<file path="src/rtl/rlpe_pkg.sv">
// shared types, constants and reset values of the rgb led pulse encoder
package rlpe_pkg;

	localparam int unsigned BYTE_W      = 8;
	localparam int unsigned PIX_BITS    = 3 * BYTE_W;
	localparam int unsigned SYMBOLS     = PIX_BITS;
	localparam int unsigned SYM_CNT_W   = $clog2(SYMBOLS);
	localparam int unsigned CFG_IDX_W   = 2;
	localparam int unsigned QUEUE_DEPTH = 2;

	// register indexes of the configuration port
	localparam logic [CFG_IDX_W-1:0] REG_BRIGHTNESS = 2'd0;
	localparam logic [CFG_IDX_W-1:0] REG_ZERO_HIGH  = 2'd1;
	localparam logic [CFG_IDX_W-1:0] REG_ONE_HIGH   = 2'd2;
	localparam logic [CFG_IDX_W-1:0] REG_PERIOD     = 2'd3;

	localparam logic [BYTE_W-1:0] BRIGHTNESS_RST = 8'd255;
	localparam logic [BYTE_W-1:0] ZERO_HIGH_RST  = 8'd17;
	localparam logic [BYTE_W-1:0] ONE_HIGH_RST   = 8'd45;
	localparam logic [BYTE_W-1:0] PERIOD_RST     = 8'd63;

	// scaled pixel in wire order: green, red, blue, msb first
	typedef struct packed {
		logic [PIX_BITS-1:0] grb;
		logic                last;
	} pix_t;

	typedef struct packed {
		logic [BYTE_W-1:0] zero_high;
		logic [BYTE_W-1:0] one_high;
		logic [BYTE_W-1:0] period;
	} timing_t;

endpackage

</file>
<file path="src/rtl/rlpe_front.sv">
// front end: accepts pixels and scales each byte by the brightness
module rlpe_front (
	input  logic                        clk,
	input  logic                        arst_n,
	input  logic [7:0]                  brightness,
	input  logic [7:0]                  red,
	input  logic [7:0]                  green,
	input  logic [7:0]                  blue,
	input  logic                        last_pixel,
	input  logic                        push,
	output logic                        full,
	output rlpe_pkg::pix_t              out_pix,
	output logic                        out_valid,
	input  logic                        out_ready
);
	import rlpe_pkg::*;

	logic                   valid_s1;
	logic [2*BYTE_W-1:0]    prod_g_s1, prod_r_s1, prod_b_s1;
	logic                   last_s1;
	logic                   valid_s2;
	pix_t                   pix_s2;
	logic                   en_s1, en_s2;
	pix_t                   pix_d;

	// x / 255 for x below 255 * 256, where the quotient fits a byte: (x + (x >> 8) + 1) >> 8
	function automatic logic [BYTE_W-1:0] div255(input logic [2*BYTE_W-1:0] x);
		logic [2*BYTE_W:0] sum;
		sum = {1'b0, x} + {9'd0, x[2*BYTE_W-1:BYTE_W]} + 17'd1;
		return sum[2*BYTE_W-1:BYTE_W];
	endfunction

	assign en_s2 = !valid_s2 || out_ready;
	assign en_s1 = !valid_s1 || en_s2;
	assign full  = !en_s1;

	always_comb begin
		pix_d.grb  = {div255(prod_g_s1), div255(prod_r_s1), div255(prod_b_s1)};
		pix_d.last = last_s1;
	end

	always_ff @(posedge clk or negedge arst_n) begin
		if (!arst_n) begin
			valid_s1 <= 1'b0;
			valid_s2 <= 1'b0;
		end else begin
			if (en_s1) valid_s1 <= push;
			if (en_s2) valid_s2 <= valid_s1;
		end
	end

	always_ff @(posedge clk) begin
		if (en_s1 && push) begin
			prod_g_s1 <= {{BYTE_W{1'b0}}, green} * {{BYTE_W{1'b0}}, brightness};
			prod_r_s1 <= {{BYTE_W{1'b0}}, red} * {{BYTE_W{1'b0}}, brightness};
			prod_b_s1 <= {{BYTE_W{1'b0}}, blue} * {{BYTE_W{1'b0}}, brightness};
			last_s1   <= last_pixel;
		end
		if (en_s2 && valid_s1) pix_s2 <= pix_d;
	end

	assign out_pix   = pix_s2;
	assign out_valid = valid_s2;

endmodule

</file>
<file path="src/rtl/rlpe_queue.sv">
// short queue of scaled pixels between front and back end
module rlpe_queue #(
	parameter int unsigned DEPTH = rlpe_pkg::QUEUE_DEPTH
) (
	input  logic           clk,
	input  logic           arst_n,
	input  rlpe_pkg::pix_t in_pix,
	input  logic           in_valid,
	output logic           in_ready,
	output rlpe_pkg::pix_t out_pix,
	output logic           out_valid,
	input  logic           out_ready
);
	import rlpe_pkg::*;

	localparam int unsigned IDX_W = (DEPTH > 1) ? $clog2(DEPTH) : 1;
	localparam int unsigned CNT_W = $clog2(DEPTH + 1);

	pix_t             mem [DEPTH];
	logic [IDX_W-1:0] wr_ptr_q, rd_ptr_q;
	logic [CNT_W-1:0] count_q;
	logic             wr_en, rd_en;

	assign in_ready  = count_q != CNT_W'(DEPTH);
	assign out_valid = count_q != '0;
	assign wr_en     = in_valid && in_ready;
	assign rd_en     = out_valid && out_ready;
	assign out_pix   = mem[rd_ptr_q];

	function automatic logic [IDX_W-1:0] next_ptr(input logic [IDX_W-1:0] p);
		return (p == IDX_W'(DEPTH - 1)) ? '0 : p + 1'b1;
	endfunction

	always_ff @(posedge clk or negedge arst_n) begin
		if (!arst_n) begin
			wr_ptr_q <= '0;
			rd_ptr_q <= '0;
			count_q  <= '0;
		end else begin
			if (wr_en) wr_ptr_q <= next_ptr(wr_ptr_q);
			if (rd_en) rd_ptr_q <= next_ptr(rd_ptr_q);
			if (wr_en && !rd_en) count_q <= count_q + 1'b1;
			else if (rd_en && !wr_en) count_q <= count_q - 1'b1;
		end
	end

	always_ff @(posedge clk) begin
		if (wr_en) mem[wr_ptr_q] <= in_pix;
	end

endmodule

</file>
<file path="src/rtl/rlpe_back.sv">
// back end: shifts a pixel out as 24 timed bit symbols
module rlpe_back (
	input  logic                       clk,
	input  logic                       arst_n,
	input  rlpe_pkg::timing_t          timing,
	input  rlpe_pkg::pix_t             in_pix,
	input  logic                       in_valid,
	output logic                       in_ready,
	output logic                       empty,
	input  logic                       pop,
	output logic                       bit_value,
	output logic [7:0]                 high_cycles,
	output logic [7:0]                 low_cycles,
	output logic                       pixel_done,
	output logic                       frame_done
);
	import rlpe_pkg::*;

	logic                 busy_q;
	logic [PIX_BITS-1:0]  shift_q;
	logic [SYM_CNT_W-1:0] cnt_q;
	logic                 last_q;
	logic                 out_valid_q;
	logic                 adv, finish, load;
	logic                 sym_bit, sym_pdone;
	logic [BYTE_W-1:0]    sym_hi, sym_lo;

	assign adv      = busy_q && (!out_valid_q || pop);
	assign finish   = adv && (cnt_q == SYM_CNT_W'(SYMBOLS - 1));
	assign in_ready = !busy_q || finish;
	assign load     = in_valid && in_ready;

	always_comb begin
		sym_bit   = shift_q[PIX_BITS-1];
		sym_hi    = sym_bit ? timing.one_high : timing.zero_high;
		sym_lo    = (timing.period > sym_hi) ? timing.period - sym_hi : '0;
		sym_pdone = cnt_q == SYM_CNT_W'(SYMBOLS - 1);
	end

	always_ff @(posedge clk or negedge arst_n) begin
		if (!arst_n) begin
			busy_q      <= 1'b0;
			cnt_q       <= '0;
			out_valid_q <= 1'b0;
		end else begin
			if (load) busy_q <= 1'b1;
			else if (finish) busy_q <= 1'b0;
			if (load) cnt_q <= '0;
			else if (adv) cnt_q <= cnt_q + 1'b1;
			if (adv) out_valid_q <= 1'b1;
			else if (pop) out_valid_q <= 1'b0;
		end
	end

	always_ff @(posedge clk) begin
		if (load) begin
			shift_q <= in_pix.grb;
			last_q  <= in_pix.last;
		end else if (adv) begin
			shift_q <= {shift_q[PIX_BITS-2:0], 1'b0};
		end
		if (adv) begin
			bit_value   <= sym_bit;
			high_cycles <= sym_hi;
			low_cycles  <= sym_lo;
			pixel_done  <= sym_pdone;
			frame_done  <= sym_pdone && last_q;
		end
	end

	assign empty = !out_valid_q;

endmodule

</file>
<file path="src/rtl/rgb_led_pulse_encoder.sv">
// top level of the rgb led pulse encoder: registers, front end, queue, back end
// the first symbol of a pixel reaches the result ports through both front end stages, the queue and the back end
// throughput: one symbol per cycle while pop takes each result and the queue has pixels, set by the back end shifter
// the two-stage front end (multiply, then divide by 255) and the queue let pixels overlap
// reset (arst_n low, asynchronous): queue and pipeline empty, registers back to
// brightness 255, zero high 17, one high 45, period 63
module rgb_led_pulse_encoder #(
	parameter int unsigned QUEUE_DEPTH = rlpe_pkg::QUEUE_DEPTH
) (
	input  logic                              clk,
	input  logic                              arst_n,
	input  logic                              cfg_we,
	input  logic [rlpe_pkg::CFG_IDX_W-1:0]    cfg_index,
	input  logic [7:0]                        cfg_wdata,
	input  logic [7:0]                        red,
	input  logic [7:0]                        green,
	input  logic [7:0]                        blue,
	input  logic                              last_pixel,
	input  logic                              push,
	output logic                              full,
	output logic                              empty,
	input  logic                              pop,
	output logic                              bit_value,
	output logic [7:0]                        high_cycles,
	output logic [7:0]                        low_cycles,
	output logic                              pixel_done,
	output logic                              frame_done
);
	import rlpe_pkg::*;

	// configuration registers; the user must write them only while the block is idle, the block itself does not enforce it
	logic [BYTE_W-1:0] brightness_q;
	timing_t           timing_q;

	// front end to queue
	pix_t front_pix;
	logic front_valid, front_ready;

	// queue to back end
	pix_t queue_pix;
	logic queue_valid, queue_ready;

	always_ff @(posedge clk or negedge arst_n) begin
		if (!arst_n) begin
			brightness_q       <= BRIGHTNESS_RST;
			timing_q.zero_high <= ZERO_HIGH_RST;
			timing_q.one_high  <= ONE_HIGH_RST;
			timing_q.period    <= PERIOD_RST;
		end else if (cfg_we) begin
			unique case (cfg_index)
				REG_BRIGHTNESS: brightness_q       <= cfg_wdata;
				REG_ZERO_HIGH:  timing_q.zero_high <= cfg_wdata;
				REG_ONE_HIGH:   timing_q.one_high  <= cfg_wdata;
				REG_PERIOD:     timing_q.period    <= cfg_wdata;
				default: ;
			endcase
		end
	end

	// scaling pipeline; full is high when its first stage holds a pixel that cannot move on
	rlpe_front u_front (
		.clk        (clk),
		.arst_n     (arst_n),
		.brightness (brightness_q),
		.red        (red),
		.green      (green),
		.blue       (blue),
		.last_pixel (last_pixel),
		.push       (push),
		.full       (full),
		.out_pix    (front_pix),
		.out_valid  (front_valid),
		.out_ready  (front_ready)
	);

	// decouples the scaler from the serialiser
	rlpe_queue #(
		.DEPTH (QUEUE_DEPTH)
	) u_queue (
		.clk       (clk),
		.arst_n    (arst_n),
		.in_pix    (front_pix),
		.in_valid  (front_valid),
		.in_ready  (front_ready),
		.out_pix   (queue_pix),
		.out_valid (queue_valid),
		.out_ready (queue_ready)
	);

	// serialiser with its own output register, next pixel loaded on the last symbol
	rlpe_back u_back (
		.clk         (clk),
		.arst_n      (arst_n),
		.timing      (timing_q),
		.in_pix      (queue_pix),
		.in_valid    (queue_valid),
		.in_ready    (queue_ready),
		.empty       (empty),
		.pop         (pop),
		.bit_value   (bit_value),
		.high_cycles (high_cycles),
		.low_cycles  (low_cycles),
		.pixel_done  (pixel_done),
		.frame_done  (frame_done)
	);

endmodule

</file>
<file path="config.mk">
export PLATFORM = sky130hd
export DESIGN_NAME = rgb_led_pulse_encoder
export DESIGN_NICKNAME = d
export VERILOG_FILES = /design/src/rtl/rlpe_pkg.sv /design/src/rtl/rlpe_front.sv /design/src/rtl/rlpe_queue.sv /design/src/rtl/rlpe_back.sv /design/src/rtl/rgb_led_pulse_encoder.sv
export SDC_FILE = /design/constraint.sdc
export NUM_CORES = 1
export LEC_CHECK = 0
export ABC_AREA = 1
export BUFFER_PORTS_ARGS = -buffer_cell sky130_fd_sc_hd__buf_2
export CAP_MARGIN = 40
export CORE_ASPECT_RATIO = 0.9
export CORE_MARGIN = 3
export CORE_UTILIZATION = 58
export DETAILED_ROUTE_END_ITERATION = 10
export GPL_TIMING_DRIVEN = 0
export HOLD_SLACK_MARGIN = 0.06
export PLACE_DENSITY = 0.78
export SLEW_MARGIN = 40
export SYNTH_ARGS = -nofsm -noshare
export SYNTH_HDL_FRONTEND = slang
export SYNTH_SLANG_ARGS = --single-unit
</file>
<file path="constraint.sdc">
create_clock -name clk -period 4.6 [get_ports clk]
set_clock_uncertainty 0.2 [all_clocks]
set_input_delay 0.46 -clock clk [delete_from_list [all_inputs] [get_ports clk]]
set_output_delay 0.46 -clock clk [all_outputs]
set_load 0.01 [all_outputs]
</file>
==> results by group <==
Status
  – Outcome: complete, no violations

CTS
  – Clock transition at path regs: roughly 0.060 ns
  – CTS Sinks: 213
  – Number of buffers created by CTS: 21
  – CTS Root Cell: clkbuf_16
  – Max clock buf depth: 3
  – Clk_lat worst skew: 0.50 ns
  – H-Tree Depth: 1
  – CTS tree: done

Floorplan
  – # IOs: 61
  – Starting Density: around three fifths
  – Die ar.: 0.0311 mm2
  – Die Wd: 186 um
  – Core Rows: between 50 and 60
  – Die height: 168 um
  – Core area: 0.0283 mm2

STA
  – Crit share post-route: slightly below 100%
  – Final setup viols: 0
  – Final Hold Viols: 0
  – Max-slew violations: 0
  – Hold Slack: between 0.08 and 0.09 ns
  – Unrepaired setup endpoints after global routing: yes
  – Slew @ Worst Pin: 0.778 ns
  – Fmax: 222 MHz
  – Worst slew margin: 48.0%
  – Slack of the critical path: 0.0860 ns
  – Fin crit period: ~4.5 ns

Power
  – Leakage power: 10.5 nW
  – PwrDens: 656 mW/mm2
  – VDD IR max: 0.297 mV

Logic synthesis
  – Most used DFF post-synth: edfxtp_1
  – Number of synthesized flops with an enable pin: 168
  – Flop and latch count out of synthesis: 213
  – Adder-Cell Fraction of Synth Area: a little under a quarter
  – Async S/R FF share, synth: 21.1%
  – Post-synthesis mux area share: 1.43%
  – Compound-Gate Fraction of Synth Area: 5.03%
  – Simple-gate portion of the synthesized area: 19.0%
  – Largest family of logic cells by synthesized area: adder cells
  – Synthesized Nets: approximately 2300
  – Cells after synthesis: between 2000 and 2500
  – Yosys warnings: 0
  – Syn_area_per_cell: 8.35 um2
  – Netlist cell types: 38
  – Synth Area in XOR/XNOR: 1.66%
  – Cell area after synthesis: about 0.017 mm2
  – Part of the Yosys area used for sequential elements: 36.8%

Cells and area
  – Final #Nets: approximately 2400
  – Commonest non-fill, non-tap cells in the layout: nand2_1 (582), inv_1 (493), edfxtp_1 (168)
  – Antenna cells: 0
  – Fin cells: 2480
  – Most common cell after layout, fill and taps aside: nand2_1
  – Area grow syn2layout: 12.5%
  – Layout cell share with drive strength beyond 1: roughly 11%
  – Layout Utilization: 67.0%
  – Design area: 0.0190 mm2

Setup path
  – Critical path arrival: 4.56 ns
  – Crit Path Max Fanout: 4
  – Critical Path End Type: flop
  – Required time of the critical path: ~4.6 ns
  – Critical path class: reg -> reg
  – Setup crit start kind: flop

Global routing
  – Most utilized layer in the global route result: met2
  – Global-route wire length before repair: 59000 um
  – Vias in the first global route: 12600
  – Total GRT Usage: between 20% and 30%
  – Total grt overflow: 0
  – Met1 Use GR: between 30% and 40%
  – Initial antenna violation count: 0
  – Largest net degree at the start of global routing: just under 50
  – Met3 Use GR: 2.87%
  – M2 GR Usage: 39.3%

Detailed routing
  – Routed wire length per instance: around 14 um
  – First-pass DRT Iterations: 7
  – DR vias/cell: 5.16
  – Via count: 12800
  – Drt drc: 0
  – Routed WL: approximately 36000 um
  – Drt initial violations: around 950
  – Antenna-violating nets left: 0

Placement
  – IO Port Bufs: 36
  – Post-DP Area: 0.0176 mm2
  – Pre-CTS WS: -0.721 ns
  – Dpl cells: between 2000 and 2500
  – Final GP Congestion: 0.905
  – DP HPWL: about 26000 um

Worst hold path
  – Min-Delay Path Class: in -> reg

Job
  – Max-Cap Viols: 0
-- final cells by class --
cell class | instances | area (um2)
flip-flops and latches | 213 | 6200
clock inverters | 13 | 218
well taps | 360 | 450
multi-input cells | 1245 | 8750
clock buffers | 25 | 561
inverters | 499 | 1880
plain buffers | 54 | 389
fillers | 2220 | 9350
repair buffers | 71 | 519
-- report_power, final --
group / switching (W) / total [W] / internal, W
logic: 0.00414 / 0.00675 / 0.00261
registers: 0.000452 / 0.00378 / 0.00333
clock network: 0.000695 / 0.00190 / 0.00121
-- per-stage QoR --
| stage | setup TNS, ns | total power (W) |
|---|---|---|
| floorplan | 0 | 0.00825 |
| global placement | -14.06 | 0.00950 |
| detailed placement | -15.99 | 0.00982 |
| CTS | 0 | 0.0119 |
| global route | -0.208 | 0.0135 |
| finish | 0 | 0.0124 |
-- sequential cells by signal, summed over array words and instances, names as in the netlist, 8 cells and up --
name / flops
brightness_q: 8
u_back.shift_q: 24
u_queue.mem: 50
timing_q: 24
u_back.high_cycles: 8
u_back.low_cycles: 8
u_front.prod_b_s1: 16
u_front.prod_g_s1: 16
u_front.out_pix: 25
u_front.prod_r_s1: 16
-- synth_stat cells, drive strengths merged, types with 25 or more instances --
cell,count,share of area [%]
a21oi,50,1.5
clkbuf,53,1.3
dfrtp,25,3.7
edfxtp,168,30
fa,109,13
ha,139,10
inv,499,11
nand2,603,14
nand3,59,1.8
nor2,84,1.9
o21ai,79,2.9
-- critical path: stages, from the launching register on --
cell and delay, ns:
dfstp_2 0.67, buf_6 0.13, buf_4 0.13, nand2_1 0.07, inv_2 0.08, fa_1 0.43
fa_1 0.50, fa_1 0.55, inv_1 0.06, fa_1 0.53, inv_1 0.07, ha_4 0.30
nand2_1 0.10, nor2_1 0.15, nand3_1 0.12, nand4_1 0.10, nand2_1 0.07
-- path summary, 6_finish.rpt --
check	start	to	slack, ns	cells past startpoint
max in group asynchronous	arst_n	brightness_q[1]	3.51	2
min reg2reg	u_front.last_s1	u_front.out_pix[0]	0.24	0
max	brightness_q[6]	u_front.prod_b_s1[15]	0.09	16
min	cfg_wdata[4]	brightness_q[4]	0.08	3
min in group asynchronous	arst_n	timing_q[14]	0.30	2
max reg2reg	brightness_q[6]	u_front.prod_b_s1[15]	0.09	16
-- metal layers --
metal	share of wire (%)	wire length, um
met5	0	0
met1	43	15400
met2	49	17500
met3	5.8	2080
met4	2.1	743
-- cells by family (layout without fill, tap and decap cells) --
logic type,after synthesis,after routing
AO/OA/AOI/OAI,143,143
XOR/XNOR,32,32
adder cells (fa/ha/maj),248,248
buffers and inverters,560,662
flip-flops,213,213
multiplexers,24,24
AND/OR/NAND/NOR,798,798
-- timing repair --
item                                    CTS  global route
endpoints found under the setup margin   27            26
pin swaps                                 0            19
endpoints found under the hold margin    28             0
cloned                                    0             0
resized for setup                        35            74
setup buffers                             9            19
hold buffers                              4             0
No activity file was read; power rests on OpenSTA's default activity.
